`config.mk`:
```
export PLATFORM = sky130hd
export DESIGN_NAME = tcr_glyph_mem
export DESIGN_NICKNAME = d
export VERILOG_FILES = /design/src/rtl/core/tcr_pkg.sv /design/src/rtl/core/tcr_glyph_mem.sv
export SDC_FILE = /design/constraint.sdc
export NUM_CORES = 2
export LEC_CHECK = 0
export BUFFER_PORTS_ARGS = -buffer_cell sky130_fd_sc_hd__buf_2
export CORE_MARGIN = 1
export CORE_UTILIZATION = 40
export CTS_BUF_LIST = sky130_fd_sc_hd__clkbuf_8 sky130_fd_sc_hd__clkbuf_16
export DETAILED_ROUTE_END_ITERATION = 8
export PLACE_DENSITY_LB_ADDON = 0.2
export SLEW_MARGIN = 40
export SYNTH_ARGS = -nofsm -noshare
export SYNTH_HDL_FRONTEND = slang
export SYNTH_MEMORY_MAX_BITS = 65536
export SYNTH_SLANG_ARGS = --single-unit
```
`constraint.sdc`:
```
create_clock -name clk -period 3 [get_ports clk]
set_input_delay 0.75 -clock clk [delete_from_list [all_inputs] [get_ports clk]]
set_output_delay 0.75 -clock clk [all_outputs]
set_load 0.02 [all_outputs]
```
`src/rtl/core/tcr_pkg.sv`:
```
// Shared types, constants and decode functions for the text console renderer.
// No dependencies; every other file of the block imports this package.
package tcr_pkg;

	// Default geometry and sizes handed down from the top level.
	localparam int CELL_W_DEF      = 6;
	localparam int CELL_H_DEF      = 10;
	localparam int STACK_DEPTH_DEF = 8;
	localparam int GLYPH_COUNT_DEF = 96;

	// Stream and configuration port widths.
	localparam int IN_DATA_W  = 24;
	localparam int OUT_DATA_W = 48;
	localparam int CFG_IDX_W  = 3;
	localparam int CFG_DATA_W = 32;

	// Configuration register indexes.
	localparam logic [CFG_IDX_W-1:0] REG_SCREEN_BASE   = 3'd0;
	localparam logic [CFG_IDX_W-1:0] REG_LINE_PITCH    = 3'd1;
	localparam logic [CFG_IDX_W-1:0] REG_MAX_COLUMNS   = 3'd2;
	localparam logic [CFG_IDX_W-1:0] REG_MAX_TEXT_ROWS = 3'd3;
	localparam logic [CFG_IDX_W-1:0] REG_HALF_MASK     = 3'd4;

	// Text byte codes.
	localparam logic [7:0] CODE_FORE_FIRST  = 8'd1;
	localparam logic [7:0] CODE_FORE_LAST   = 8'd8;
	localparam logic [7:0] CODE_HALF_FORE   = 8'd9;
	localparam logic [7:0] CODE_NEWLINE     = 8'd10;
	localparam logic [7:0] CODE_PUSH        = 8'd11;
	localparam logic [7:0] CODE_POP         = 8'd12;
	localparam logic [7:0] CODE_BACK_FIRST  = 8'd17;
	localparam logic [7:0] CODE_BACK_LAST   = 8'd24;
	localparam logic [7:0] CODE_HALF_BACK   = 8'd25;
	localparam logic [7:0] CODE_PRINT_FIRST = 8'd32;
	localparam logic [7:0] CODE_PRINT_LAST  = 8'd127;

	// RGB565 palette.
	localparam logic [15:0] RGB_RED     = 16'b1111100000000000;
	localparam logic [15:0] RGB_GREEN   = 16'b0000011111100000;
	localparam logic [15:0] RGB_BLUE    = 16'b0000000000011111;
	localparam logic [15:0] RGB_YELLOW  = 16'b1111111111100000;
	localparam logic [15:0] RGB_MAGENTA = 16'b1111100000011111;
	localparam logic [15:0] RGB_CYAN    = 16'b0000011111111111;
	localparam logic [15:0] RGB_WHITE   = 16'b1111111111111111;
	localparam logic [15:0] RGB_BLACK   = 16'h0000;
	localparam logic [15:0] FORE_RESET  = 16'hffff;

	// Configuration register file contents.
	typedef struct packed {
		logic [31:0] screen_base;
		logic [15:0] line_pitch;
		logic [9:0]  max_columns;
		logic [9:0]  max_text_rows;
		logic [15:0] half_mask;
	} cfg_t;

	// What a text byte does.
	typedef enum logic [2:0] {
		CK_FORE,
		CK_BACK,
		CK_HALF_FORE,
		CK_HALF_BACK,
		CK_NEWLINE,
		CK_PUSH,
		CK_POP,
		CK_DRAW
	} code_kind_t;

	// Shared arithmetic unit request.
	typedef enum logic {
		OP_MUL,
		OP_ADD
	} arith_op_t;

	typedef struct packed {
		logic        en;
		arith_op_t   op;
		logic [31:0] a;
		logic [31:0] b;
	} arith_req_t;

	// Text byte handed to the colour unit.
	typedef struct packed {
		logic       en;
		logic [7:0] code;
	} colour_cmd_t;

	// Classify a text byte.
	function automatic code_kind_t code_kind(input logic [7:0] ch);
		code_kind_t k;
		case (ch) inside
			[CODE_FORE_FIRST:CODE_FORE_LAST]: k = CK_FORE;
			[CODE_BACK_FIRST:CODE_BACK_LAST]: k = CK_BACK;
			CODE_HALF_FORE:                   k = CK_HALF_FORE;
			CODE_HALF_BACK:                   k = CK_HALF_BACK;
			CODE_NEWLINE:                     k = CK_NEWLINE;
			CODE_PUSH:                        k = CK_PUSH;
			CODE_POP:                         k = CK_POP;
			default:                          k = CK_DRAW;
		endcase
		return k;
	endfunction

	// Palette lookup for the colour setting codes.
	function automatic logic [15:0] colour_of(input logic [2:0] idx);
		logic [15:0] c;
		case (idx)
			3'd0:    c = RGB_RED;
			3'd1:    c = RGB_GREEN;
			3'd2:    c = RGB_BLUE;
			3'd3:    c = RGB_YELLOW;
			3'd4:    c = RGB_MAGENTA;
			3'd5:    c = RGB_CYAN;
			3'd6:    c = RGB_WHITE;
			default: c = RGB_BLACK;
		endcase
		return c;
	endfunction

endpackage

```
`src/rtl/core/tcr_glyph_mem.sv`:
```
// Glyph row store: one write port and one registered read port.
// Depends on tcr_pkg for the default depth and width.
module tcr_glyph_mem import tcr_pkg::*; #(
	parameter int DEPTH = GLYPH_COUNT_DEF * (CELL_H_DEF - 1),
	parameter int DW    = CELL_W_DEF - 1,
	localparam int AW   = $clog2(DEPTH)
) (
	input  logic          clk,
	input  logic          we,
	input  logic [AW-1:0] waddr,
	input  logic [DW-1:0] wdata,
	input  logic [AW-1:0] raddr,
	output logic [DW-1:0] rdata
);

	logic [DW-1:0] mem_q [DEPTH];
	logic [DW-1:0] rdata_q;

	// Write when enabled and read every cycle; the read address is always in range.
	always_ff @(posedge clk) begin
		if (we) begin
			mem_q[waddr] <= wdata;
		end
		rdata_q <= mem_q[raddr];
	end

	assign rdata = rdata_q;

endmodule

```
### Word level (Yosys, flattened, before mapping)

Memories as Yosys holds them, arrays and structs flattened. A register that Yosys moved wholly into a read port is not among the register bits.
Index checks and enable logic that the tools add are counted.

| storage, ports and cells | value |
|---|---|
| bits of input ports | 27 |
| memories kept | 1 |
| output and inout port bits | 5 |
| logic and storage cells | 3 |
| flip-flop bits (word level) | 0 |
| RAM bits | 4320 |

| cells by class | value |
|---|---|
| mux-type cells | 2 |

Memories:

| name | depth | width | read ports | clocked after Yosys merged registers in | write ports | RTL line | source |
|---|---|---|---|---|---|---|---|
| mem_q | 864 | 5 | 1 | 1 | 1 | tcr_glyph_mem.sv:16 | `logic [DW-1:0] mem_q [DEPTH];` |

Operators by type and width:

| operator | number |
|---|---|
| two-way mux 1 bit | 2 |

### Longest topological paths before layout

| depth | value |
|---|---|
| depth after elaboration | 2 |
| depth in mapped cells | 14 |

### Worst setup path after synthesis

Ideal clock, no wire load.

| timing | value |
|---|---|
| path type | input to register |
| start | input port raddr[0] |
| end | register rdata_q[0] (netlist: rdata[0]), read port of mem_q |
| cell stages on the path | 11 |
| data arrival time | 2.922 ns |
| slack | -0.047 ns |
| setup time | 0.125 ns |
| data required time | 2.875 ns |
| path buffers | 4 |
| cells stage by stage | buf_6 -> buf_12 -> buf_6 -> buf_2 -> mux4_2 -> a221oi_1 -> o32ai_1 -> nor3_1 -> a211oi_1 -> a311oi_1 -> a31oi_1 |

RTL lines:

| item | RTL line | source |
|---|---|---|
| start: declaration | tcr_glyph_mem.sv:12 | `input logic [AW-1:0] raddr,` |
| end: declaration | tcr_glyph_mem.sv:17 | `logic [DW-1:0] rdata_q;` |

==> summary.txt <==
Placed design
  • Port Buffer Count: 31
  • Post-detail-place hpwl: 330900 um
  • Gpl congestion: 0.8838
  • Post-Place Worst Slack: -1503 ps
  • Dpl cell area: 0.1889 sq mm

Floorplan
  • Initial Utilization: 40.27%
  • Core ar.: 0.4214 sq mm
  • # IOs: 32
  • Die area: 0.4268 sq mm
  • Row count: 238
  • Die Wd: 653.3 um
  • Die height: 653.3 um

Routing
  • Total length of routed wires: 509700 um
  • DRC Markers: 0
  • Detailed Routing Iterations Pass 1: 6
  • Routed Antenna Nets: 0
  • Starting DRT DRC Count: 11783
  • Wire length per cell: 31.94 um
  • Vias: 91605
  • Drt via density: 5.741

Setup path
  • Crit path DAT: 3910 ps
  • Crit start category: input port
  • Crit. End Element: flop
  • R2R setup slack: 60 ps
  • Worst path required time: 3850 ps
  • Crit path kind: in2reg
  • CP Max Fanout: 12

Timing
  • RSZ-0062 raised after global routing: false
  • # setup viols final: 4
  • PnR worst setup slack: -62.46 ps
  • Crit share post-route: 102.1%
  • Final hold violations: 0
  • Min Tclk post-route: 3062 ps
  • Actual slew at the worst max-slew pin: 835.9 ps
  • Relative slew margins: 43.76%
  • Max Fclk: 326.5 MHz
  • Clk_skew: 39.90 ps
  • Final Max Tran Viols: 0

Clock network
  • Clk root buf: clkbuf_16
  • Reg clk slew, reported paths: 60 ps
  • Maximum level of the CTS H-tree: 5
  • Skew-Pair Late Insertion Delay: 1000 ps
  • Clk sinks: 4325
  • CTS Hold Bufs: 0
  • CTS tree: built
  • Bufs on Longest Clock Path: 4
  • Total CTS buffers: 442

GRT
  • Vias in the first global route: 92557
  • Largest net degree at the start of global routing: 125
  • First-pass GRT wire length: 713900 um
  • Global Route Usage Sum: 23.57%
  • Initial antenna violation count: 56
  • GRT Residual Overflow: 0

Finish
  • Synth-to-layout area growth: 20.18%
  • Nets@finish: 9966
  • Layout cells sized above 1: 32.14%
  • Final Util: 48.40%
  • Multi-input logic area: 0.03748 sq mm
  • Final design area excluding fillers: 0.2039 sq mm
  • Sequential cell area: 0.1298 sq mm
  • Fillers: 34468

Worst hold path
  • Hold Crit Class: in2reg

Yosys
  • Post-synth EDFFs: 4320
  • Async set-reset flop share out of synthesis: 0%
  • Syn Inst Count: 8430
  • Synth Area per Inst: 20.13 sq um
  • Cell with the most instances after synthesis: edfxtp_1
  • Synth area leaders: edfxtp_1, mux4_2, mux2i_1
  • Synth Flop Type: edfxtp_1
  • Seq/Total Area, Yosys: 76.51%
  • Post-synth top area share: 76.45%
  • Flop and latch count out of synthesis: 4325
  • Post-synth top cells: edfxtp_1, mux4_2, nor2_1
  • Mapped Area: 0.1697 sq mm
  • Distinct cells, synth: 57
  • Syn_nets: 8457
  • Area leader, netlist: edfxtp_1
  • Synth warnings: 0

Power and ir drop
  • Pleak: 66.98 nW
  • Seq pwr share: 52.1%
  • Pwr/cell area: 626.0 mW/mm^2
  • Worst vdd ir: 540.4 uV
  • Switching Share: 22.03%
  • Gate power share: 6.0%
  • Switching pwr: 28.12 mW
  • Pint: 99.53 mW
  • Part of the power in the clock network: 41.8%

Outcome
  • Failing checks: negative setup slack
  • Status: complete, but fails checks

Flow run
  • Max cap viols: 0
-- cells by family (layout without fill, tap and decap cells) --
family          after synthesis  in the layout  synth area share, %
simple gates               1355           1355                3.326
mux                        1417           1417                15.14
other cells                   0             13                    0
buf+inv                     585           2458                1.924
compound gates              748            748                3.102
flops                      4325           4325                76.51
-- power groups by stage --
stage	Combinational (mW)	Sequential (mW)	Clock (mW)
finish	7.68	66.5	53.4
global route	7.98	66.5	56.3
CTS	7.58	66.5	54.2
detailed placement	7.48	67.8	0
global placement	7.39	67.8	0
floorplan	3.28	67.8	0
-- through the flow --
| stage | hold WS (ps) | power (mW) | cells | TNS [ps] |
|---|---|---|---|---|
| after global routing | 141.0 | 130.8 | 15949 | 0 |
| after CTS | 101.2 | 128.3 | 15914 | -25.55 |
| final | 160.4 | 127.6 | 15956 | -129.2 |
| after floorplan | 848.9 | 71.10 | 8430 | 0 |
| after global placement | 1167 | 75.21 | 15092 | -9318 |
| after detailed placement | 1161 | 75.31 | 15094 | -7208 |
-- flip-flops by register name (all words and copies together), names as in the netlist --
name / flops
rdata: 5
mem_q: 4320
-- per-layer routing --
layer	vias up	share of wire, %	global-route usage [%]
li1	37863	-	-
met2	4227	48	37.81
met4	6	3.4	7.604
met1	48780	41	33.22
met5	-	0.0078	0
met3	729	8.4	3.555
-- layout make-up --
class / instances / share of cell area (%)
Clock buffer: 448 / 5.498
Multi-Input combinational cell: 3520 / 18.38
Sequential cell: 4325 / 63.66
Timing Repair Buffer: 1642 / 7.590
Tap cell: 5640 / 3.461
Inverter: 8 / 0.02209
Clock inverter: 360 / 1.371
Antenna cell: 13 / 0.01595
-- timing repair --
action                                  in CTS  in global routing
gates resized for setup                     50                 44
buffers inserted                            11                 25
cloned                                       2                  5
pin swaps                                    8                 13
endpoints found under the setup margin       5                  5
-- final timing paths --
path                           startpoint                 endpoint  cells after the start
hold / removal                   wdata[1]  mem_q[538][1]$_DFFE_PP_                      1
setup reg to reg   mem_q[42][0]$_DFFE_PP_         rdata[0]$_DFF_P_                      9
hold reg to reg   mem_q[127][4]$_DFFE_PP_         rdata[4]$_DFF_P_                      6
setup / recovery                 raddr[0]         rdata[1]$_DFF_P_                     15
-- critical path, stage by stage --
cell	delay [ps]
buf_16	170
buf_16	200
buf_12	120
buf_16	160
buf_12	120
mux4_2	480
mux2_2	310
a221oi_4	290
buf_4	170
o31ai_1	70
nor3_2	370
nor4_2	150
nor3_1	240
buf_4	160
a31oi_1	30
-- placed cells by master, fill, tap and decap left out, drive strengths merged, types with 5 or more instances in the layout --
master,instances
a2111oi,9
a211oi,48
a21oi,166
a221oi,48
a22o,30
a22oi,80
a311oi,13
a31oi,9
and2,6
and3,14
and3b,5
buf,1636
bufinv,35
clkbuf,453
clkinv,205
clkinvlp,11
dfxtp,5
diode,13
edfxtp,4320
inv,117
mux2,22
mux2i,478
mux4,917
nand2,172
nand2b,13
nand3,62
nand4,7
nor2,904
nor2b,24
nor3,91
nor3b,8
nor4,21
o211ai,5
o21ai,50
o221ai,150
o22ai,113
o31ai,6
or2,6
or3,10
No activity file was read; power rests on OpenSTA's default activity.
