[config.mk]
export PLATFORM = sky130hd
export DESIGN_NAME = tcr_colour
export DESIGN_NICKNAME = d
export VERILOG_FILES = /design/src/rtl/core/tcr_pkg.sv /design/src/rtl/core/tcr_colour.sv
export SDC_FILE = /design/constraint.sdc
export NUM_CORES = 1
export LEC_CHECK = 0
export BUFFER_PORTS_ARGS = -buffer_cell sky130_fd_sc_hd__buf_2
export CAP_MARGIN = 20
export CORE_MARGIN = 4
export CORE_UTILIZATION = 60
export DETAILED_ROUTE_END_ITERATION = 7
export PLACE_DENSITY_LB_ADDON = 0.15
export SKIP_LAST_GASP = 1
export SYNTH_ARGS = -nofsm -noshare
export SYNTH_HDL_FRONTEND = slang
export SYNTH_SLANG_ARGS = --single-unit
[constraint.sdc]
create_clock -name clk -period 8.3 [get_ports clk]
set_input_delay 1.66 -clock clk [delete_from_list [all_inputs] [get_ports clk]]
set_output_delay 1.66 -clock clk [all_outputs]
set_load 0.01 [all_outputs]
[src/rtl/core/tcr_pkg.sv]
// Shared types, constants and decode functions for the text console renderer.
// No dependencies; every other file of the block imports this package.
package tcr_pkg;

	// Default geometry and sizes handed down from the top level.
	localparam int CELL_W_DEF      = 6;
	localparam int CELL_H_DEF      = 10;
	localparam int STACK_DEPTH_DEF = 8;
	localparam int GLYPH_COUNT_DEF = 96;

	// Stream and configuration port widths.
	localparam int IN_DATA_W  = 24;
	localparam int OUT_DATA_W = 48;
	localparam int CFG_IDX_W  = 3;
	localparam int CFG_DATA_W = 32;

	// Configuration register indexes.
	localparam logic [CFG_IDX_W-1:0] REG_SCREEN_BASE   = 3'd0;
	localparam logic [CFG_IDX_W-1:0] REG_LINE_PITCH    = 3'd1;
	localparam logic [CFG_IDX_W-1:0] REG_MAX_COLUMNS   = 3'd2;
	localparam logic [CFG_IDX_W-1:0] REG_MAX_TEXT_ROWS = 3'd3;
	localparam logic [CFG_IDX_W-1:0] REG_HALF_MASK     = 3'd4;

	// Text byte codes.
	localparam logic [7:0] CODE_FORE_FIRST  = 8'd1;
	localparam logic [7:0] CODE_FORE_LAST   = 8'd8;
	localparam logic [7:0] CODE_HALF_FORE   = 8'd9;
	localparam logic [7:0] CODE_NEWLINE     = 8'd10;
	localparam logic [7:0] CODE_PUSH        = 8'd11;
	localparam logic [7:0] CODE_POP         = 8'd12;
	localparam logic [7:0] CODE_BACK_FIRST  = 8'd17;
	localparam logic [7:0] CODE_BACK_LAST   = 8'd24;
	localparam logic [7:0] CODE_HALF_BACK   = 8'd25;
	localparam logic [7:0] CODE_PRINT_FIRST = 8'd32;
	localparam logic [7:0] CODE_PRINT_LAST  = 8'd127;

	// RGB565 palette.
	localparam logic [15:0] RGB_RED     = 16'b1111100000000000;
	localparam logic [15:0] RGB_GREEN   = 16'b0000011111100000;
	localparam logic [15:0] RGB_BLUE    = 16'b0000000000011111;
	localparam logic [15:0] RGB_YELLOW  = 16'b1111111111100000;
	localparam logic [15:0] RGB_MAGENTA = 16'b1111100000011111;
	localparam logic [15:0] RGB_CYAN    = 16'b0000011111111111;
	localparam logic [15:0] RGB_WHITE   = 16'b1111111111111111;
	localparam logic [15:0] RGB_BLACK   = 16'h0000;
	localparam logic [15:0] FORE_RESET  = 16'hffff;

	// Configuration register file contents.
	typedef struct packed {
		logic [31:0] screen_base;
		logic [15:0] line_pitch;
		logic [9:0]  max_columns;
		logic [9:0]  max_text_rows;
		logic [15:0] half_mask;
	} cfg_t;

	// What a text byte does.
	typedef enum logic [2:0] {
		CK_FORE,
		CK_BACK,
		CK_HALF_FORE,
		CK_HALF_BACK,
		CK_NEWLINE,
		CK_PUSH,
		CK_POP,
		CK_DRAW
	} code_kind_t;

	// Shared arithmetic unit request.
	typedef enum logic {
		OP_MUL,
		OP_ADD
	} arith_op_t;

	typedef struct packed {
		logic        en;
		arith_op_t   op;
		logic [31:0] a;
		logic [31:0] b;
	} arith_req_t;

	// Text byte handed to the colour unit.
	typedef struct packed {
		logic       en;
		logic [7:0] code;
	} colour_cmd_t;

	// Classify a text byte.
	function automatic code_kind_t code_kind(input logic [7:0] ch);
		code_kind_t k;
		case (ch) inside
			[CODE_FORE_FIRST:CODE_FORE_LAST]: k = CK_FORE;
			[CODE_BACK_FIRST:CODE_BACK_LAST]: k = CK_BACK;
			CODE_HALF_FORE:                   k = CK_HALF_FORE;
			CODE_HALF_BACK:                   k = CK_HALF_BACK;
			CODE_NEWLINE:                     k = CK_NEWLINE;
			CODE_PUSH:                        k = CK_PUSH;
			CODE_POP:                         k = CK_POP;
			default:                          k = CK_DRAW;
		endcase
		return k;
	endfunction

	// Palette lookup for the colour setting codes.
	function automatic logic [15:0] colour_of(input logic [2:0] idx);
		logic [15:0] c;
		case (idx)
			3'd0:    c = RGB_RED;
			3'd1:    c = RGB_GREEN;
			3'd2:    c = RGB_BLUE;
			3'd3:    c = RGB_YELLOW;
			3'd4:    c = RGB_MAGENTA;
			3'd5:    c = RGB_CYAN;
			3'd6:    c = RGB_WHITE;
			default: c = RGB_BLACK;
		endcase
		return c;
	endfunction

endpackage

[src/rtl/core/tcr_colour.sv]
// Foreground/background colour registers and the colour stack.
// Depends on tcr_pkg for code decode and the palette.
module tcr_colour import tcr_pkg::*; #(
	parameter int STACK_DEPTH = STACK_DEPTH_DEF
) (
	input  logic        clk,
	input  logic        arst_n,
	input  colour_cmd_t cmd,
	input  logic [15:0] half_mask,
	output logic [15:0] fore,
	output logic [15:0] back
);

	localparam int SPW = $clog2(STACK_DEPTH + 1);
	localparam int IW  = (STACK_DEPTH > 1) ? $clog2(STACK_DEPTH) : 1;

	logic [15:0]    fore_q;
	logic [15:0]    back_q;
	logic [SPW-1:0] sp_q;
	logic [31:0]    stack_q [STACK_DEPTH];

	code_kind_t     kind;
	logic [SPW-1:0] sp_dec;
	logic [31:0]    top_entry;

	// A push on a full stack lands on entry zero again.
	always_comb begin
		kind      = code_kind(cmd.code);
		sp_dec    = (sp_q != '0) ? sp_q - SPW'(1) : sp_q;
		top_entry = stack_q[sp_q[IW-1:0]];
	end

	// Apply colour codes; other codes leave the colours alone.
	always_ff @(posedge clk or negedge arst_n) begin
		if (!arst_n) begin
			fore_q <= FORE_RESET;
			back_q <= RGB_BLACK;
			sp_q   <= SPW'(STACK_DEPTH);
			for (int i = 0; i < STACK_DEPTH; i++) begin
				stack_q[i] <= '0;
			end
		end else if (cmd.en) begin
			case (kind)
				CK_FORE:      fore_q <= colour_of(3'(cmd.code - CODE_FORE_FIRST));
				CK_BACK:      back_q <= colour_of(3'(cmd.code - CODE_BACK_FIRST));
				CK_HALF_FORE: fore_q <= (fore_q >> 1) & half_mask;
				CK_HALF_BACK: back_q <= (back_q >> 1) & half_mask;
				CK_PUSH: begin
					sp_q                   <= sp_dec;
					stack_q[sp_dec[IW-1:0]] <= {back_q, fore_q};
				end
				CK_POP: begin
					// An empty stack leaves the colours as they are.
					if (sp_q < SPW'(STACK_DEPTH)) begin
						fore_q <= top_entry[15:0];
						back_q <= top_entry[31:16];
						sp_q   <= sp_q + SPW'(1);
					end
				end
				default: ;
			endcase
		end
	end

	assign fore = fore_q;
	assign back = back_q;

endmodule

# ---- Word level (Yosys, flattened, before mapping)
# Cells that the tools add are included.
# W data, S select, Z words.
dict set report totals {
  regBits 292
  elab_cells 89
  output_inout_bits 32
  inputBits 27
}
dict set report classes {
  eq_ne 24
  n_bitwise 4
  order_cmp 8
  mux 22
  addsub 4
  reduce_logical 15
}
# cell n
set op_table {}
lappend op_table {{$bwmux W256} 1}
lappend op_table {{$pmux W16 S7} 2}
lappend op_table {{$bmux W32 S3} 1}
lappend op_table {{$demux W32 S3} 1}
lappend op_table {{$mux W32} 3}
lappend op_table {{$pmux W16 S3} 2}
lappend op_table {{$and A15 B16 Y16} 2}
lappend op_table {{$eq A8 B4 Y1 const B} 4}
lappend op_table {{$mux W16} 2}
lappend op_table {{$eq A3 B3 Y1 const B} 8}
lappend op_table {{$eq A3 B2 Y1 const B} 6}
lappend op_table {{$mux W3} 5}
lappend op_table {{$eq A3 B1 Y1 const B} 3}
lappend op_table {{$logic_not A3 Y1} 3}
lappend op_table {{$reduce_and A3 Y1} 3}
lappend op_table {{$eq A8 B5 Y1 const B} 1}
lappend op_table {{$ge A4 B4 Y1 const B} 2}
lappend op_table {{$ge A8 B1 Y1 const B} 1}
lappend op_table {{$ge A8 B5 Y1 const B} 1}
lappend op_table {{$le A8 B4 Y1 const B} 1}
lappend op_table {{$le A8 B5 Y1 const B} 1}
lappend op_table {{$mux W4} 2}
lappend op_table {{$not A3 Y4} 2}
lappend op_table {{$pmux W4 S2} 1}
lappend op_table {{14 further kinds} 19}

# ---- Depth between registers and ports, before layout
dict set report logic_depth {
  word_depth 11
  mapped_depth 11
  ltp_nobuf 7
}

# ---- Worst setup path before layout
# No wires, ideal clock.
dict set report synth_path {
  path_kind {input -> register}
  start {input port cmd[1] (netlist name)}
  end {register back_q[11] (netlist: back[11])}
  required_time_ns 8.174
  path_buffers 1
  arrival_time_ns 3.536
  path_stages 8
  setup_time_ns 0.126
  slack_ns 4.638
  cell_sequence {inv_1 ha_1 nor4b_4 a211oi_1 or3_1 clkbuf_1 a31o_2 o32a_1}
}
dict set report synth_between {
  elab_chain_len 11
  word_cells_on_any_way 34
  classes_between {add/sub: 1; order compare: 4; eq/ne: 15; mux: 9; reduce/logical: 5}
}
# item line
set synth_lines {}
lappend synth_lines {{start: declaration} tcr_colour.sv:8} ;# input colour_cmd_t cmd,
lappend synth_lines {{$eq A8 B4 Y1} tcr_colour.sv:28} ;# kind = code_kind(cmd.code);
lappend synth_lines {{$mux W1} tcr_pkg.sv:91} ;# case (ch) inside
lappend synth_lines {{$mux W2} tcr_pkg.sv:91}
lappend synth_lines {{$mux W3 (5 in series)} tcr_pkg.sv:91}
lappend synth_lines {{$eq A3 B3 Y1 (tied with other cells)} tcr_colour.sv:43} ;# case (kind)
lappend synth_lines {{$ne A2 B2 Y1 (no source line) / $reduce_bool A3 Y1 (equally long branches)} --}
lappend synth_lines {{$reduce_and A3 Y1 (no source line)} --}
lappend synth_lines {{end signal: assignment} tcr_colour.sv:45} ;# CK_BACK: back_q <= colour_of(3'(cmd.code - CODE_BACK_FIRST));
lappend synth_lines {{end signal: assignment} tcr_colour.sv:47} ;# CK_HALF_BACK: back_q <= (back_q >> 1) & half_mask;
lappend synth_lines {{end signal: assignment} tcr_colour.sv:56} ;# back_q <= top_entry[31:16];
lappend synth_lines {{end: declaration} tcr_colour.sv:18} ;# logic [15:0] back_q;
# Several ways; a longest one is shown, not always the timed one.
# A chain may end at the register's enable or synchronous reset.

# ---- Worst setup path in the final report
dict set report layout_path {
  start {input port cmd[1] (netlist name)}
  end {register stack_q[171] (netlist name)}
}
dict set report layout_between {
  elab_chain_len 10
  word_cells_on_any_way 20
  classes_between {order compare: 4; eq/ne: 6; mux: 7; reduce/logical: 3}
}
# item line
set layout_lines {}
lappend layout_lines {{$eq A8 B4 Y1} tcr_colour.sv:28}
lappend layout_lines {{$mux W1} tcr_pkg.sv:91}
lappend layout_lines {{$mux W2} tcr_pkg.sv:91}
lappend layout_lines {{$mux W3 (4 in series)} tcr_pkg.sv:91}
lappend layout_lines {{$mux W3 *} tcr_pkg.sv:91}
lappend layout_lines {{$eq A3 B3 Y1 *} tcr_colour.sv:43}
lappend layout_lines {{$reduce_and A2 Y1 (no source line) *} --}
lappend layout_lines {{end signal: indexed assignment} tcr_colour.sv:50} ;# stack_q[sp_dec[IW-1:0]] <= {back_q, fore_q};
lappend layout_lines {{end: declaration} tcr_colour.sv:20} ;# logic [31:0] stack_q [STACK_DEPTH];
# Mark *: on every way between the ends. The rest lies on a longest branch, timed or not.

==> reports/qor.yml <==
status: "finished, final reports clean"
synth_nets: 995
gp_congestion: 0.836
nets: 1009
gr-usage-met3: 0.0480
dieArea_mm2: 0.0259
skew_ns: 0.00668
core.rowCount: 55
crit_path_max_fanout: 19
final.min_clock_period_ns: 4.36
gr-usage-met2: 0.386
post-route-drc-count: 0
crit_path_end_kind: "register"
num_antenna_cells: 0
ys_seq_area_frac: 0.522
start_util: 0.614
syn_area_mm2: 0.0140
worstMarginPinSlew_ns: 0.998
critPathSlowestCell: "nor2_4"
wl_mm: 32.1
drv_slew: 0
numPortBuffers: 57
maxCapViolations: 0
post_cts_buffers: 0
area_growth_pct: 9.28
power_density_mw_per_mm2: 205
cp.required_ns: 8.73
synth_cell_types: 62
die_x_um: 161
grt_antenna_before_repair: 0
synthTopCellsByArea: "dfrtp_1 49%, mux2_2 16%, mux4_2 9.9%"
insertion_delay_ns: 0.55
cts_resized: 0
synth_edf_count: 0
fin_total_pwr_mw: 3.15
num_vias: 8376
routed_via_density: 6.39
cts_hold_buf: 0
yosys-top-cells-count: "275 x dfrtp_1, 199 x mux2_2, 62 x mux4_2, 60 x mux2_4, 36 x buf_1"
crit_family: "simple AND/OR/NAND/NOR gates"
cts_root_buffer: "clkbuf_16"
drtIter0Drc: 759
max_freq_mhz: 229
rsz0062_at_grt: "false"
ys_ff_latch: 292
fp.dieH_um: 161
path_buf_inv: 3
synthFlopType: "dfrtp_1"
period_share: 0.525
yosysMostFrequentCell: "dfrtp_1"
regToRegSetupSlack_ns: 4.51
ys_async_sr_fraction: 1.00
crit_arrival_ns: 4.79
clk_pin_slew_ns: 0.06
final_layout_size_suffix_gt1_frac: 0.477
cts_tree: "yes"
track_usage: 0.254
irDropWorstVdd_uv: 194
synth_warnings: 0
use_met1: 0.375
relSlewSlack: 0.335
cts_max_level: 1
coreArea_mm2: 0.0228
leakagePower_nw: 7.38
hold_viol_final: 0
hold_path.class: "reg -> reg"
first_pass_iters: 6
setup_viol: 0
grt_remaining_overflow: 0
synth_top_area_share: 0.490
setup_tns_ns: 0
top_usage_layer: "met2"
num-fill-cells: 1664
regArea_mm2: 0.00734
synth_area_leader_cell: "dfrtp_1"
multi_input_area_mm2: 0.00626
cts_made_buffers: 29
startpoint_type: "primary input"
critPathKind: "in -> reg"
synth_area_per_cell_um2: 14.6
max_stage_delay_ns: 0.66
grt_start_max_net_pins: 175
grt_pass1_wl_mm: 51.8
hpwl_mm: 19.3
cp_cell_sequence: "buf_2, inv_1, ha_1, nor4b_4, a31o_2, nand4bb_1, nor2_4, buf_4, mux2_2"
postSynthCellCount: 961
cts_buffer_depth: 3
drtAntennaViolNets: 0
num_io_pins: 59
detail_route.wl_per_cell_um: 24.5
cts_sinks: 292
grt_pass1_vias: 8818
[metrics by stage]
stage                     worst slack [ns]  area (µm²)  hold slack, ns  instances  utilization
after floorplan                       4.64       14000           0.474        961            -
after global placement                3.39       14400           0.483       1256        0.632
after detailed placement              3.38       14400           0.489       1256        0.632
after CTS                             3.95       15300           0.502       1310        0.671
after global routing                  3.79       15300           0.506       1311        0.671
final                                 3.94       15300           0.500       1311        0.671
[kinds of logic after synthesis]
logic type      after synthesis  share of synthesized area
mux                         326                      0.327
buf+inv                     101                     0.0362
flops                       292                      0.522
xor+xnor                      2                    0.00125
fa+ha+maj                     7                    0.00624
compound gates              123                     0.0663
simple gates                110                     0.0411
[layout make-up]
class,count,share of cell area
well taps,313,0.0255
flip-flops and latches,292,0.478
repair buffers,73,0.0284
multi-input cells,568,0.408
clock inverters,5,0.00188
clock buffers,49,0.0555
inverters,11,0.00269
[placed cells by master (no fill, tap or decap), drive strengths merged, types with 2 or more instances in the layout]
master | synthesis | layout
dfrtp | 275 | 275
mux2 | 259 | 259
buf | 73 | 73
mux4 | 62 | 62
clkbuf | 17 | 49
nand2 | 32 | 32
nor2 | 19 | 19
dfstp | 17 | 17
o21ai | 17 | 17
a31oi | 16 | 16
a22o | 14 | 14
nor3 | 14 | 14
a21oi | 13 | 13
o32a | 13 | 13
and3 | 12 | 12
a22oi | 11 | 11
o22a | 11 | 11
inv | 10 | 11
nand3 | 8 | 8
ha | 7 | 7
or2 | 6 | 6
mux2i | 5 | 5
clkinv | 1 | 5
a31o | 4 | 4
a211oi | 4 | 4
or3 | 3 | 3
o22ai | 3 | 3
o221ai | 3 | 3
nand2b | 2 | 2
or4 | 2 | 2
nor2b | 2 | 2
xnor2 | 2 | 2
and2 | 2 | 2
o31ai | 2 | 2
a311oi | 2 | 2
[layer usage]
metal	wire length, µm	vias to the layer above
li1	-	3623
met1	14600	4470
met2	14500	222
met3	1720	61
met4	1240	0
met5	0	-
[registers in the layout, summed over array words and instances, names as in the netlist]
name / count
back: 16
stack_q: 256
sp_q: 4
fore: 16
[final timing paths]
kind / start / to / cells past startpoint
worst max-delay path: cmd[1] / stack_q[171] / 9
worst min-delay path: stack_q[32] / stack_q[32] / 1
worst max register to register: sp_q[0] / stack_q[171] / 8
worst min register to register: stack_q[32] / stack_q[32] / 1
max in group asynchronous: arst_n / stack_q[204] / 2
min in group asynchronous: arst_n / stack_q[184] / 1
[where the power goes]
| group | internal, mW | total (mW) | switching, mW |
|---|---|---|---|
| combinational | 0.125 | 0.276 | 0.151 |
| clock | 0.694 | 1.23 | 0.532 |
| sequential | 1.49 | 1.65 | 0.155 |
No activity file was read; power rests on OpenSTA's default activity.
