<file path="src/rtl/core/tcr_pkg.sv">
// Shared types, constants and decode functions for the text console renderer.
// No dependencies; every other file of the block imports this package.
package tcr_pkg;

	// Default geometry and sizes handed down from the top level.
	localparam int CELL_W_DEF      = 6;
	localparam int CELL_H_DEF      = 10;
	localparam int STACK_DEPTH_DEF = 8;
	localparam int GLYPH_COUNT_DEF = 96;

	// Stream and configuration port widths.
	localparam int IN_DATA_W  = 24;
	localparam int OUT_DATA_W = 48;
	localparam int CFG_IDX_W  = 3;
	localparam int CFG_DATA_W = 32;

	// Configuration register indexes.
	localparam logic [CFG_IDX_W-1:0] REG_SCREEN_BASE   = 3'd0;
	localparam logic [CFG_IDX_W-1:0] REG_LINE_PITCH    = 3'd1;
	localparam logic [CFG_IDX_W-1:0] REG_MAX_COLUMNS   = 3'd2;
	localparam logic [CFG_IDX_W-1:0] REG_MAX_TEXT_ROWS = 3'd3;
	localparam logic [CFG_IDX_W-1:0] REG_HALF_MASK     = 3'd4;

	// Text byte codes.
	localparam logic [7:0] CODE_FORE_FIRST  = 8'd1;
	localparam logic [7:0] CODE_FORE_LAST   = 8'd8;
	localparam logic [7:0] CODE_HALF_FORE   = 8'd9;
	localparam logic [7:0] CODE_NEWLINE     = 8'd10;
	localparam logic [7:0] CODE_PUSH        = 8'd11;
	localparam logic [7:0] CODE_POP         = 8'd12;
	localparam logic [7:0] CODE_BACK_FIRST  = 8'd17;
	localparam logic [7:0] CODE_BACK_LAST   = 8'd24;
	localparam logic [7:0] CODE_HALF_BACK   = 8'd25;
	localparam logic [7:0] CODE_PRINT_FIRST = 8'd32;
	localparam logic [7:0] CODE_PRINT_LAST  = 8'd127;

	// RGB565 palette.
	localparam logic [15:0] RGB_RED     = 16'b1111100000000000;
	localparam logic [15:0] RGB_GREEN   = 16'b0000011111100000;
	localparam logic [15:0] RGB_BLUE    = 16'b0000000000011111;
	localparam logic [15:0] RGB_YELLOW  = 16'b1111111111100000;
	localparam logic [15:0] RGB_MAGENTA = 16'b1111100000011111;
	localparam logic [15:0] RGB_CYAN    = 16'b0000011111111111;
	localparam logic [15:0] RGB_WHITE   = 16'b1111111111111111;
	localparam logic [15:0] RGB_BLACK   = 16'h0000;
	localparam logic [15:0] FORE_RESET  = 16'hffff;

	// Configuration register file contents.
	typedef struct packed {
		logic [31:0] screen_base;
		logic [15:0] line_pitch;
		logic [9:0]  max_columns;
		logic [9:0]  max_text_rows;
		logic [15:0] half_mask;
	} cfg_t;

	// What a text byte does.
	typedef enum logic [2:0] {
		CK_FORE,
		CK_BACK,
		CK_HALF_FORE,
		CK_HALF_BACK,
		CK_NEWLINE,
		CK_PUSH,
		CK_POP,
		CK_DRAW
	} code_kind_t;

	// Shared arithmetic unit request.
	typedef enum logic {
		OP_MUL,
		OP_ADD
	} arith_op_t;

	typedef struct packed {
		logic        en;
		arith_op_t   op;
		logic [31:0] a;
		logic [31:0] b;
	} arith_req_t;

	// Text byte handed to the colour unit.
	typedef struct packed {
		logic       en;
		logic [7:0] code;
	} colour_cmd_t;

	// Classify a text byte.
	function automatic code_kind_t code_kind(input logic [7:0] ch);
		code_kind_t k;
		case (ch) inside
			[CODE_FORE_FIRST:CODE_FORE_LAST]: k = CK_FORE;
			[CODE_BACK_FIRST:CODE_BACK_LAST]: k = CK_BACK;
			CODE_HALF_FORE:                   k = CK_HALF_FORE;
			CODE_HALF_BACK:                   k = CK_HALF_BACK;
			CODE_NEWLINE:                     k = CK_NEWLINE;
			CODE_PUSH:                        k = CK_PUSH;
			CODE_POP:                         k = CK_POP;
			default:                          k = CK_DRAW;
		endcase
		return k;
	endfunction

	// Palette lookup for the colour setting codes.
	function automatic logic [15:0] colour_of(input logic [2:0] idx);
		logic [15:0] c;
		case (idx)
			3'd0:    c = RGB_RED;
			3'd1:    c = RGB_GREEN;
			3'd2:    c = RGB_BLUE;
			3'd3:    c = RGB_YELLOW;
			3'd4:    c = RGB_MAGENTA;
			3'd5:    c = RGB_CYAN;
			3'd6:    c = RGB_WHITE;
			default: c = RGB_BLACK;
		endcase
		return c;
	endfunction

endpackage

</file>
<file path="src/rtl/core/tcr_arith.sv">
// Shared multiply/add unit of the text console renderer, with a registered result.
// Depends on tcr_pkg for the request type.
module tcr_arith import tcr_pkg::*; (
	input  logic        clk,
	input  arith_req_t  req,
	output logic [31:0] result
);

	logic [31:0] result_q;

	// One 16x16 multiply or one 32-bit add per enabled cycle; sums wrap.
	always_ff @(posedge clk) begin
		if (req.en) begin
			case (req.op)
				OP_MUL:  result_q <= 32'(req.a[15:0]) * 32'(req.b[15:0]);
				OP_ADD:  result_q <= req.a + req.b;
				default: result_q <= req.a;
			endcase
		end
	end

	assign result = result_q;

endmodule

</file>
<file path="config.mk">
export PLATFORM = sky130hd
export DESIGN_NAME = tcr_arith
export DESIGN_NICKNAME = d
export VERILOG_FILES = /design/src/rtl/core/tcr_pkg.sv /design/src/rtl/core/tcr_arith.sv
export SDC_FILE = /design/constraint.sdc
export NUM_CORES = 1
export LEC_CHECK = 0
export ABC_AREA = 0
export BUFFER_PORTS_ARGS = -buffer_cell sky130_fd_sc_hd__buf_2
export CORE_MARGIN = 5
export CORE_UTILIZATION = 57
export DETAILED_ROUTE_END_ITERATION = 10
export PLACE_DENSITY = 0.78
export SKIP_LAST_GASP = 1
export SLEW_MARGIN = 20
export SYNTH_ARGS = -nofsm -noshare
export SYNTH_HDL_FRONTEND = slang
export SYNTH_SLANG_ARGS = --single-unit
</file>
<file path="constraint.sdc">
create_clock -name clk -period 5.9 [get_ports clk]
set_input_delay 0.59 -clock clk [delete_from_list [all_inputs] [get_ports clk]]
set_output_delay 0.59 -clock clk [all_outputs]
set_load 0.02 [all_outputs]
</file>
* Word-level counts from Yosys, hierarchy flattened *
Index checks and enable logic that the tools add are counted.

operators by class
  multiplexer cells = 1
  bitwise operators = 1
  multiply operators = 1
  add/sub/neg operators = 1

operators with widths
  kind                                 number
  one-hot mux 32 bit (2 select lines)  1
  adder 32 bit                         1
  multiplier 16 x 16 -> 32 bit         1
  NOT 1 bit                            1

storage, ports and cells
  logic and storage cells = 5
  input bits = 67
  register bits = 32
  output and inout port bits = 32

* Longest topological paths before layout *
Gate-level depths: netlist of the first run.

  depth in word-level cells = 2
  mapped depth = 22

* Worst setup path before layout of the first run *
No wires, ideal clock.

  path type = input to register
  start point = input port req[1] (netlist name)
  end point = register result_q[28] (netlist: result[28]), data pin
  stages = 20
  data arrival time = 5977 ps
  required time = 5641 ps
  path slack = -336 ps
  path buffers = 1
  cells stage by stage = clkbuf_1 > nand2_1 > fa_1 > fa_1 > fa_1 > fa_1 > inv_1 > fa_1 > inv_1 > fa_1 > inv_1 > ha_1 > o211ai_1 > nor2_1 > a211oi_2 > nor2_1 > a311oi_2 > a2111oi_2 > mux2_1 > a211o_1

on the way
  longest elaborated chain between the ends = 2
  elaborated cells between the ends (all ways) = 3

RTL lines
  what                                                                 line                              text
  start: declaration                                                   tcr_arith.sv:5                    input arith_req_t req,
  multiplier 16 x 16 -> 32 bit / adder 32 bit (equally long branches)  tcr_arith.sv:15, tcr_arith.sv:16
  one-hot mux 32 bit (2 select lines) *                                tcr_arith.sv:14                   case (req.op)
  end signal: assignment                                               tcr_arith.sv:15                   OP_MUL: result_q <= 32'(req.a[15:0]) * 32'(req.b[15:0]);
  end signal: assignment                                               tcr_arith.sv:16                   OP_ADD: result_q <= req.a + req.b;
  end signal: assignment                                               tcr_arith.sv:17                   default: result_q <= req.a;
  end: declaration                                                     tcr_arith.sv:9                    logic [31:0] result_q;

Mark *: on every way between the ends. The rest lies on a longest branch, timed or not.
A chain may end at the register's enable or synchronous reset.

* Worst setup path after layout of the first run *
  start point = input port req[39] (netlist name)
  end point = register result_q[28] (netlist: result[28]), data pin

Same word-level chain as after synthesis.

==> summary.md, run 1 <==
| Metric | Value |
|---|---|
| Slew HR | `52.1%` |
| Diodes inserted | `0` |
| Final Hold Fails | `0` |
| Nature of the critical path startpoint | `input pin` |
| Average routed wire per standard cell | `17.1 um` |
| Fillers | `1496` |
| Area delta synth->final | `21.7%` |
| Clk sinks | `32` |
| Worst Setup SP | `req[39]` |
| Die area | `22800 um^2` |
| CP Capture Type | `register` |
| Vert. Die Dim | `151 um` |
| DRC Markers | `0` |
| Cell row count | `51` |
| Commonest cells in the netlist | `inv_1, fa_1, nand2_1` |
| Failing checks | `negative setup slack` |
| Mapped Area | `11300 um^2` |
| Post-synth top area cell | `fa_1` |
| Layout Nets | `1887` |
| Ys flop type | `edfxtp_1` |
| Pin count of the biggest net entering global routing | `60` |
| Clock buffer depth | `2` |
| Total wire length | `30000 um` |
| Status | `finished, violations left` |
| First DRT Iteration DRCs | `499` |
| H-tree levels | `2` |
| Hold Path Depth | `4` |
| Minimum clock period | `6070 ps` |
| HP Class | `input pin to register` |
| CTS tree | `done` |
| Setup CP Type | `input pin to register` |
| Post-CTS Hold Buffers | `0` |
| HPWL Detailed | `25400 um` |
| Ports | `99` |
| Most instantiated library cell after synthesis | `inv_1` |
| Crit path DAT | `6100 ps` |
| Initial Util | `58.0%` |
| Area fraction of the dominant cell type after synthesis | `34.5%` |
| Fraction of layout instances using a drive strength above 1 | `22.7%` |
| RePlAce Congestion | `0.938` |
| Worst setup margin | `-166 ps` |
| Gr ovfl total | `0` |
| Fin area | `13800 um^2` |
| Mapped Nets | `1680` |
| Max_cap viols | `0` |
| Top cells by area, synth | `fa_1, ha_1, edfxtp_1` |
| Via count | `9549` |
| Slew @ Worst Pin | `719 ps` |
| Sequential area share after synthesis | `8.49%` |
| Number of global-route vias before repair | `10213` |
| Unique masters post-synth | `60` |
| Post-Synthesis Cells | `1283` |
| Crit path required time | `5940 ps` |
| Final period util | `103%` |
| Post-DR vias/cell | `5.44` |
| Inserted Clock Buffers | `5` |
| Core area | `19500 um^2` |
| Yosys warns | `0` |
| Avg Synthesized Cell Area | `8.82 um^2` |
| Placement Cell Area | `13100 um^2` |
| Critical Path End | `result[28]$_DFFE_PP_` |
| Total track usage | `26.8%` |
| IO Port Bufs | `98` |
| DR pass1 iterations | `5` |
| Max reg flops | `32` |
| Post-synth EDFFs | `32` |
| RSZ-0062 raised after global routing | `yes` |
| Initial antenna violation count | `0` |
| Slew Limit Fails | `0` |
| Place WS | `-599 ps` |
| CTS root buffer | `clkbuf_16` |
| Post-synth ARST share | `0%` |
| Clock-pin slew on the worst setup and hold paths | `50 ps` |
| First-pass GRT wire length | `48500 um` |
| Final antenna-violating net count | `0` |
| Chip width | `151 um` |
| Synthesized flop and latch total | `32` |
| Max Clk Rate | `0.165 GHz` |
| Crit-path max FO | `6` |
| Final-report setup violation count | `2` |
-- metrics by stage --
step | util, % | hold slack, ps | instances | TNS (ps)
3_3_place_gp | 66.9 | 1040 | 1729 | -4620
6_report | 70.5 | 835 | 1756 | -218
3_5_place_dp | 66.9 | 1040 | 1729 | -5200
4_1_cts | 68.5 | 828 | 1744 | -308
5_1_grt | 70.5 | 878 | 1756 | -1520
2_1_floorplan | - | 702 | 1283 | -110
-- critical path: stages --
cell       delay (ps)
buf_8             100
buf_12            120
and2_4            150
fa_1              540
inv_1              50
fa_1              490
fa_1              440
fa_1              500
inv_1              50
fa_1              480
inv_1              50
fa_1              510
inv_2              50
ha_4              270
o211ai_1           90
nor2_2            160
a211oi_4          100
nor2_2            190
a311oi_2          140
a2111oi_2         380
mux2_1            360
a211o_1           260
-- layout make-up --
class                   count  area [um^2]  share of cell area, %
clock inverters             3         18.8                  0.136
well taps                 265          332                   2.41
inverters                 244          916                   6.65
flip-flops and latches     32          961                   6.98
clock buffers               5          125                  0.909
repair buffers            247         1870                   13.6
multi-input cells         960         9550                   69.3
-- metal layers --
layer / vias up / part of all wire (%) / global-route usage (%)
met2: 287 / 51 / 47.9
met3: 78 / 4.5 / 2.12
li1: 4455 / - / -
met4: 0 / 3.7 / 9.47
met1: 4729 / 40 / 34.3
met5: - / 0 / 0
-- kinds of logic (layout without fill, tap and decap cells) --
| family | Yosys count | in the layout | share of synthesized area, % |
|---|---|---|---|
| AND/OR/NAND/NOR | 366 | 366 | 15.6 |
| adder cells (fa/ha/maj) | 330 | 330 | 49.4 |
| buffers and inverters | 291 | 499 | 9.99 |
| AO/OA/AOI/OAI | 199 | 199 | 11.4 |
| XOR/XNOR | 57 | 57 | 4.41 |
| flip-flops | 32 | 32 | 8.49 |
| multiplexers | 8 | 8 | 0.741 |
-- worst min path at each step --
stage,end,startpoint
final,result[31]$_DFFE_PP_,req[31]
after global routing,result[31]$_DFFE_PP_,req[31]
after CTS,result[31]$_DFFE_PP_,req[31]
after detailed placement,result[27],result[27]$_DFFE_PP_
after global placement,result[27],result[27]$_DFFE_PP_
after floorplan,result[0]$_DFFE_PP_,req[65]
-- repair_timing --
action | in CTS | in global routing
buffers inserted | 7 | 13
gates resized for setup | 31 | 88
pin swaps | 6 | 28
setup endpoints to repair | 9 | 15
gates cloned | 0 | 1
-- layout by cell type (no fill, tap or decap), types with 5 or more instances in the layout --
| cell | count |
|---|---|
| a211oi_1 | 5 |
| nor2_1 | 39 |
| edfxtp_1 | 32 |
| buf_6 | 16 |
| a21o_1 | 25 |
| fa_1 | 186 |
| and2_4 | 10 |
| nand4_1 | 8 |
| ha_4 | 10 |
| buf_4 | 135 |
| o21ai_2 | 6 |
| nand2_1 | 169 |
| o21bai_1 | 8 |
| clkbuf_16 | 6 |
| inv_1 | 237 |
| o21ai_1 | 14 |
| fa_2 | 9 |
| and2_1 | 100 |
| xor2_1 | 22 |
| ha_1 | 122 |
| buf_12 | 8 |
| mux2i_1 | 5 |
| a31oi_1 | 5 |
| a21oi_1 | 65 |
| xnor2_1 | 35 |
| inv_2 | 7 |
| buf_8 | 5 |
| o211ai_1 | 5 |
| a21oi_2 | 6 |
| o21ai_0 | 26 |
| buf_2 | 79 |
Power of run 1 is not shown: default switching activity piles up to over one toggle a cycle in this logic, so the estimate is an artifact.
==> inputs of run 2 (changes only) <==
CORE_UTILIZATION = 68   (was 57)
PLACE_DENSITY = 0.87   (was 0.78)
clock period = 7.7 ns   (was 5.9 ns; I/O delays follow)
==> run 2 against run 1 <==
The flow now finishes without violations. Via count decreased by 4.2%. Largest cell class unchanged. Die area decreased by 15%. Critical endpoint unchanged. Critical path depth increased by 1. First-iteration DRC count grew 19%. Final cell count down 11%.
==> summary.md, run 2 (synthesis results as in run 1) <==
| Metric | Value |
|---|---|
| Initial Util | `68.7% (+11 points)` |
| Max Clk Rate | `0.148 GHz` |
| Die area | `19300 um^2 (-15%)` |
| Inserted Clock Buffers | `5 (unchanged)` |
| H-tree levels | `2 (unchanged)` |
| Total track usage | `30.0% (+3.2 points)` |
| Diodes inserted | `0 (unchanged)` |
| Post-DR vias/cell | `5.86 (+7.7%)` |
| Final antenna-violating net count | `0 (unchanged)` |
| Total wire length | `28200 um (-6.2%)` |
| IO Port Bufs | `98 (unchanged)` |
| HPWL Detailed | `22800 um (-10%)` |
| HP Class | `input pin to register` |
| Crit path DAT | `6780 ps (+680 ps)` |
| Max reg flops | `32 (unchanged)` |
| CTS root buffer | `clkbuf_16` |
| CTS tree | `done` |
| RSZ-0062 raised after global routing | `no` |
| Initial antenna violation count | `0 (unchanged)` |
| Final Hold Fails | `0 (unchanged)` |
| Setup fix buffers added after clock tree synthesis | `0 (-7)` |
| DR pass1 iterations | `5 (unchanged)` |
| Clock buffer depth | `2 (unchanged)` |
| First DRT Iteration DRCs | `593 (+19%)` |
| Fraction of layout instances using a drive strength above 1 | `9.24% (-13 points)` |
| Core area | `16500 um^2 (-16%)` |
| Fillers | `1212 (-19%)` |
| Layout Nets | `1738 (-7.9%)` |
| Via count | `9146 (-4.2%)` |
| Area delta synth->final | `6.35%` |
| Resize count post-CTS | `0 (-100%)` |
| Setup CP Type | `input pin to register` |
| Most frequent cells in the layout | `inv_1, fa_1, nand2_1, ha_1, and2_1` |
| Average routed wire per standard cell | `18.0 um (+5.5%)` |
| Cell row count | `47 (-7.8%)` |
| RePlAce Congestion | `0.965 (+2.9%)` |
| Final-report setup violation count | `0 (-2)` |
| Slew @ Worst Pin | `968 ps (+249 ps)` |
| Commonest non-fill, non-tap cell in the layout | `inv_1` |
| Number of global-route vias before repair | `9965 (-2.4%)` |
| Chip width | `139 um (-7.9%)` |
| Max_cap viols | `0 (unchanged)` |
| Clock-pin slew on the worst setup and hold paths | `50 ps (about the same)` |
| Ports | `99 (unchanged)` |
| Crit-path max FO | `16 (+10)` |
| Slew HR | `35.5% (-17 points)` |
| Clk sinks | `32 (unchanged)` |
| First-pass GRT wire length | `47300 um (-2.6%)` |
| Minimum clock period | `6750 ps` |
| Setup total negative slack | `0 ps (+218 ps)` |
| Final period util | `87.7%` |
| Post-CTS Hold Buffers | `0 (unchanged)` |
| Crit path required time | `7730 ps (+1790 ps)` |
| Slew Limit Fails | `0 (unchanged)` |
| Vert. Die Dim | `139 um (-7.9%)` |
| Status | `complete, no violations` |
| CP Capture Type | `register` |
| Nature of the critical path startpoint | `input pin` |
| Gr ovfl total | `0 (unchanged)` |
| Pin count of the biggest net entering global routing | `60 (unchanged)` |
| DRC Markers | `0 (unchanged)` |
==> run 2: metal layers <==
metal,global-route usage (%),vias to the layer above,wire length (um)
li1,-,4161,-
met2,54.0,400,14600
met3,3.24,114,1710
met1,35.9,4471,10400
met5,0,-,0
met4,14.1,0,1460
==> run 2: path summary, 6_finish.rpt <==
check | cells after the start | start | slack, ps | end
setup / recovery | 23 | req[7] | 950 | result[28]$_DFFE_PP_
hold / removal | 4 | req[31] | 1020 | result[31]$_DFFE_PP_
==> run 2: final cells by class <==
| cell class | count | area (um^2) | share of cell area (%) |
|---|---|---|---|
| clock buffer | 5 | 125 | 1.04 |
| clock inverter | 3 | 42.5 | 0.353 |
| inverter | 244 | 916 | 7.61 |
| multi-input combinational | 960 | 9230 | 76.7 |
| sequential | 32 | 961 | 7.98 |
| tap | 220 | 275 | 2.29 |
| timing repair buffer | 98 | 490 | 4.08 |
==> run 2: worst max-delay path, stage by stage <==
cell and delay (ps):
buf_2 320, ha_1 250, inv_1 80, fa_1 540, inv_1 50, fa_1 500
inv_1 60, fa_1 520, inv_1 50, fa_1 390, fa_1 520, inv_1 50
fa_1 470, inv_1 40, ha_1 340, a21oi_1 250, nand2_1 110, a211oi_2 310
nor2_1 170, a311oi_2 260, a2111oi_2 110, mux2_1 320, a211o_1 270
==> run 2: stage by stage <==
step	instance area (um^2)	hold WS, ps	util [%]	instances	setup WS, ps
floorplan	11300	882	-	1283	1280
global placement	11900	1210	72.1	1554	846
detailed placement	11900	1220	72.1	1554	751
CTS	12000	1020	73.1	1562	1040
global route	12000	1020	73.1	1562	600
finish	12000	1020	73.1	1562	950
Power of run 2 is left out for the same reason.
==> inputs of run 3 (changes only) <==
==> constraint.sdc (replaced) <==
create_clock -name clk -period 7.7 [get_ports clk]
set_input_delay 0.385 -clock clk [delete_from_list [all_inputs] [get_ports clk]]
set_output_delay 0.385 -clock clk [all_outputs]
set_load 0.02 [all_outputs]
==> run 3 against run 2 <==
Critical path depth is the same. Die area is the same. Global-route usage grew 0.76 points. Routed wire length grew 1.7%. Hold slack lost 380 ps. Largest cell class unchanged. Final cell count is the same. Highest routed layer unchanged.
==> summary.md, run 3 (synthesis results as in run 1) <==
| Metric | Value |
|---|---|
| RSZ-0062 raised after global routing | `no` |
| Setup total negative slack | `0 ps (unchanged)` |
| First DRT Iteration DRCs | `612 (+3.2%)` |
| Via count | `9221 (+0.82%)` |
| CTS root buffer | `clkbuf_16` |
| CTS tree | `done` |
| Total track usage | `30.7% (+0.76 points)` |
| Max Clk Rate | `0.158 GHz (+6.7%)` |
| CP Cell Sequence | `buf_2 > ha_1 > inv_1 > fa_1 > inv_1 > fa_1 > inv_1 > fa_1 > inv_1 > fa_1 > fa_1 > inv_1 > fa_1 > inv_1 > ha_1 > a21oi_1 > nand2_1 > a211oi_2 > nor2_1 > a311oi_2 > a2111oi_2 > mux2_1 > a211o_1` |
| Post-DR vias/cell | `5.90 (+0.82%)` |
| Vert. Die Dim | `139 um (unchanged)` |
| Die area | `19300 um^2 (unchanged)` |
| Max reg flops | `32 (unchanged)` |
| IO Port Bufs | `98 (unchanged)` |
| Fraction of layout instances using a drive strength above 1 | `9.24% (unchanged)` |
| Ports | `99 (unchanged)` |
| Nature of the critical path startpoint | `input pin` |
| Minimum clock period | `6320 ps (-425 ps)` |
| Number of global-route vias before repair | `10082 (+1.2%)` |
| DRC Markers | `0 (unchanged)` |
| Place WS | `1100 ps (+349 ps)` |
| Status | `complete, no violations` |
| Area delta synth->final | `6.14%` |
| Average routed wire per standard cell | `18.3 um (+1.7%)` |
| HP Class | `input pin to register` |
| Worst setup margin | `1380 ps (+425 ps)` |
| Crit-path max FO | `16 (unchanged)` |
| Final-report setup violation count | `0 (unchanged)` |
| Crit path DAT | `6360 ps (-420 ps)` |
| Max_cap viols | `0 (unchanged)` |
| Total wire length | `28700 um (+1.7%)` |
| Hold Crit Start | `req[31]` |
| Post-CTS Hold Buffers | `0 (unchanged)` |
| Slowest cell delay on critical path | `540 ps (about the same)` |
| Diodes inserted | `0 (unchanged)` |
| DR pass1 iterations | `6 (+1)` |
| Clock-pin slew on the worst setup and hold paths | `50 ps (about the same)` |
| RePlAce Congestion | `0.960 (-0.50%)` |
| Initial Util | `68.7% (unchanged)` |
| Initial antenna violation count | `0 (unchanged)` |
| Final antenna-violating net count | `0 (unchanged)` |
| Final Hold Fails | `0 (unchanged)` |
| Gr ovfl total | `0 (unchanged)` |
| First-pass GRT wire length | `48000 um (+1.5%)` |
| Most frequent cells in the layout | `inv_1, fa_1, nand2_1, ha_1, and2_1` |
| Crit path required time | `7730 ps (about the same)` |
| Pin count of the biggest net entering global routing | `60 (unchanged)` |
| Inserted Clock Buffers | `5 (unchanged)` |
| HPWL Detailed | `23200 um (+1.4%)` |
| Slew Limit Fails | `0 (unchanged)` |
| Slew HR | `34.7% (-0.78 points)` |
| Clock buffer depth | `2 (unchanged)` |
| Cell row count | `47 (unchanged)` |
| Slew @ Worst Pin | `980 ps (+11.8 ps)` |
| Worst path slowest cell | `fa_1` |
| Commonest non-fill, non-tap cell in the layout | `inv_1` |
| Core area | `16500 um^2 (unchanged)` |
| Hold Path Depth | `4 (unchanged)` |
| Final period util | `82.1% (-5.5 points)` |
| Layout Nets | `1738 (unchanged)` |
| Fillers | `1242 (+2.5%)` |
| Setup CP Type | `input pin to register` |
| Hold Path End | `result[31]$_DFFE_PP_` |
| Resize count post-CTS | `0 (unchanged)` |
| Clk sinks | `32 (unchanged)` |
| Chip width | `139 um (unchanged)` |
| H-tree levels | `2 (unchanged)` |
| CP Capture Type | `register` |
| Setup fix buffers added after clock tree synthesis | `0 (unchanged)` |
run 3: layer usage:
metal	GRT usage, %	part of all wire (%)	vias to the layer above
li1	-	-	4169
met1	37.4	36	4492
met2	55.5	52	439
met3	3.59	6.4	121
met4	12.7	5.0	0
met5	0	0	-
run 3: critical path, delay by kind of cell:
family / cells / cell delay [ps]
AND/OR/NAND/NOR: 2 / 260
adder cells (fa/ha/maj): 8 / 3510
multiplexers: 1 / 340
AO/OA/AOI/OAI: 5 / 1210
buffers and inverters: 7 / 650
run 3: worst max path at each step:
stage	start	to	slack (ps)	cells after the start
2_1_floorplan	req[1]	result[28]$_DFFE_PP_	1670	20
6_report	req[7]	result[28]$_DFFE_PP_	1380	23
3_3_place_gp	req[7]	result[28]$_DFFE_PP_	1230	22
3_5_place_dp	req[41]	result[28]$_DFFE_PP_	1100	20
4_1_cts	req[41]	result[28]$_DFFE_PP_	1400	20
5_1_grt	req[7]	result[28]$_DFFE_PP_	1140	22
run 3: per-stage QoR:
| stage | cells | cell area, um^2 | utilization, % | hold WS (ps) |
|---|---|---|---|---|
| global placement | 1554 | 11900 | 72.1 | 832 |
| detailed placement | 1554 | 11900 | 72.1 | 830 |
| floorplan | 1283 | 11300 | - | 497 |
| global route | 1562 | 12000 | 72.9 | 637 |
| CTS | 1562 | 12000 | 72.9 | 621 |
| finish | 1562 | 12000 | 72.9 | 632 |
run 3: area by class of cell:
cell class,count,area (um^2),share of cell area (%)
repair buffers,98,490,4.08
inverters,244,916,7.63
clock buffers,5,125,1.04
multi-input cells,960,9230,76.8
well taps,220,275,2.29
clock inverters,3,18.8,0.156
flip-flops and latches,32,961,8.00
Power of run 3 is left out for the same reason.
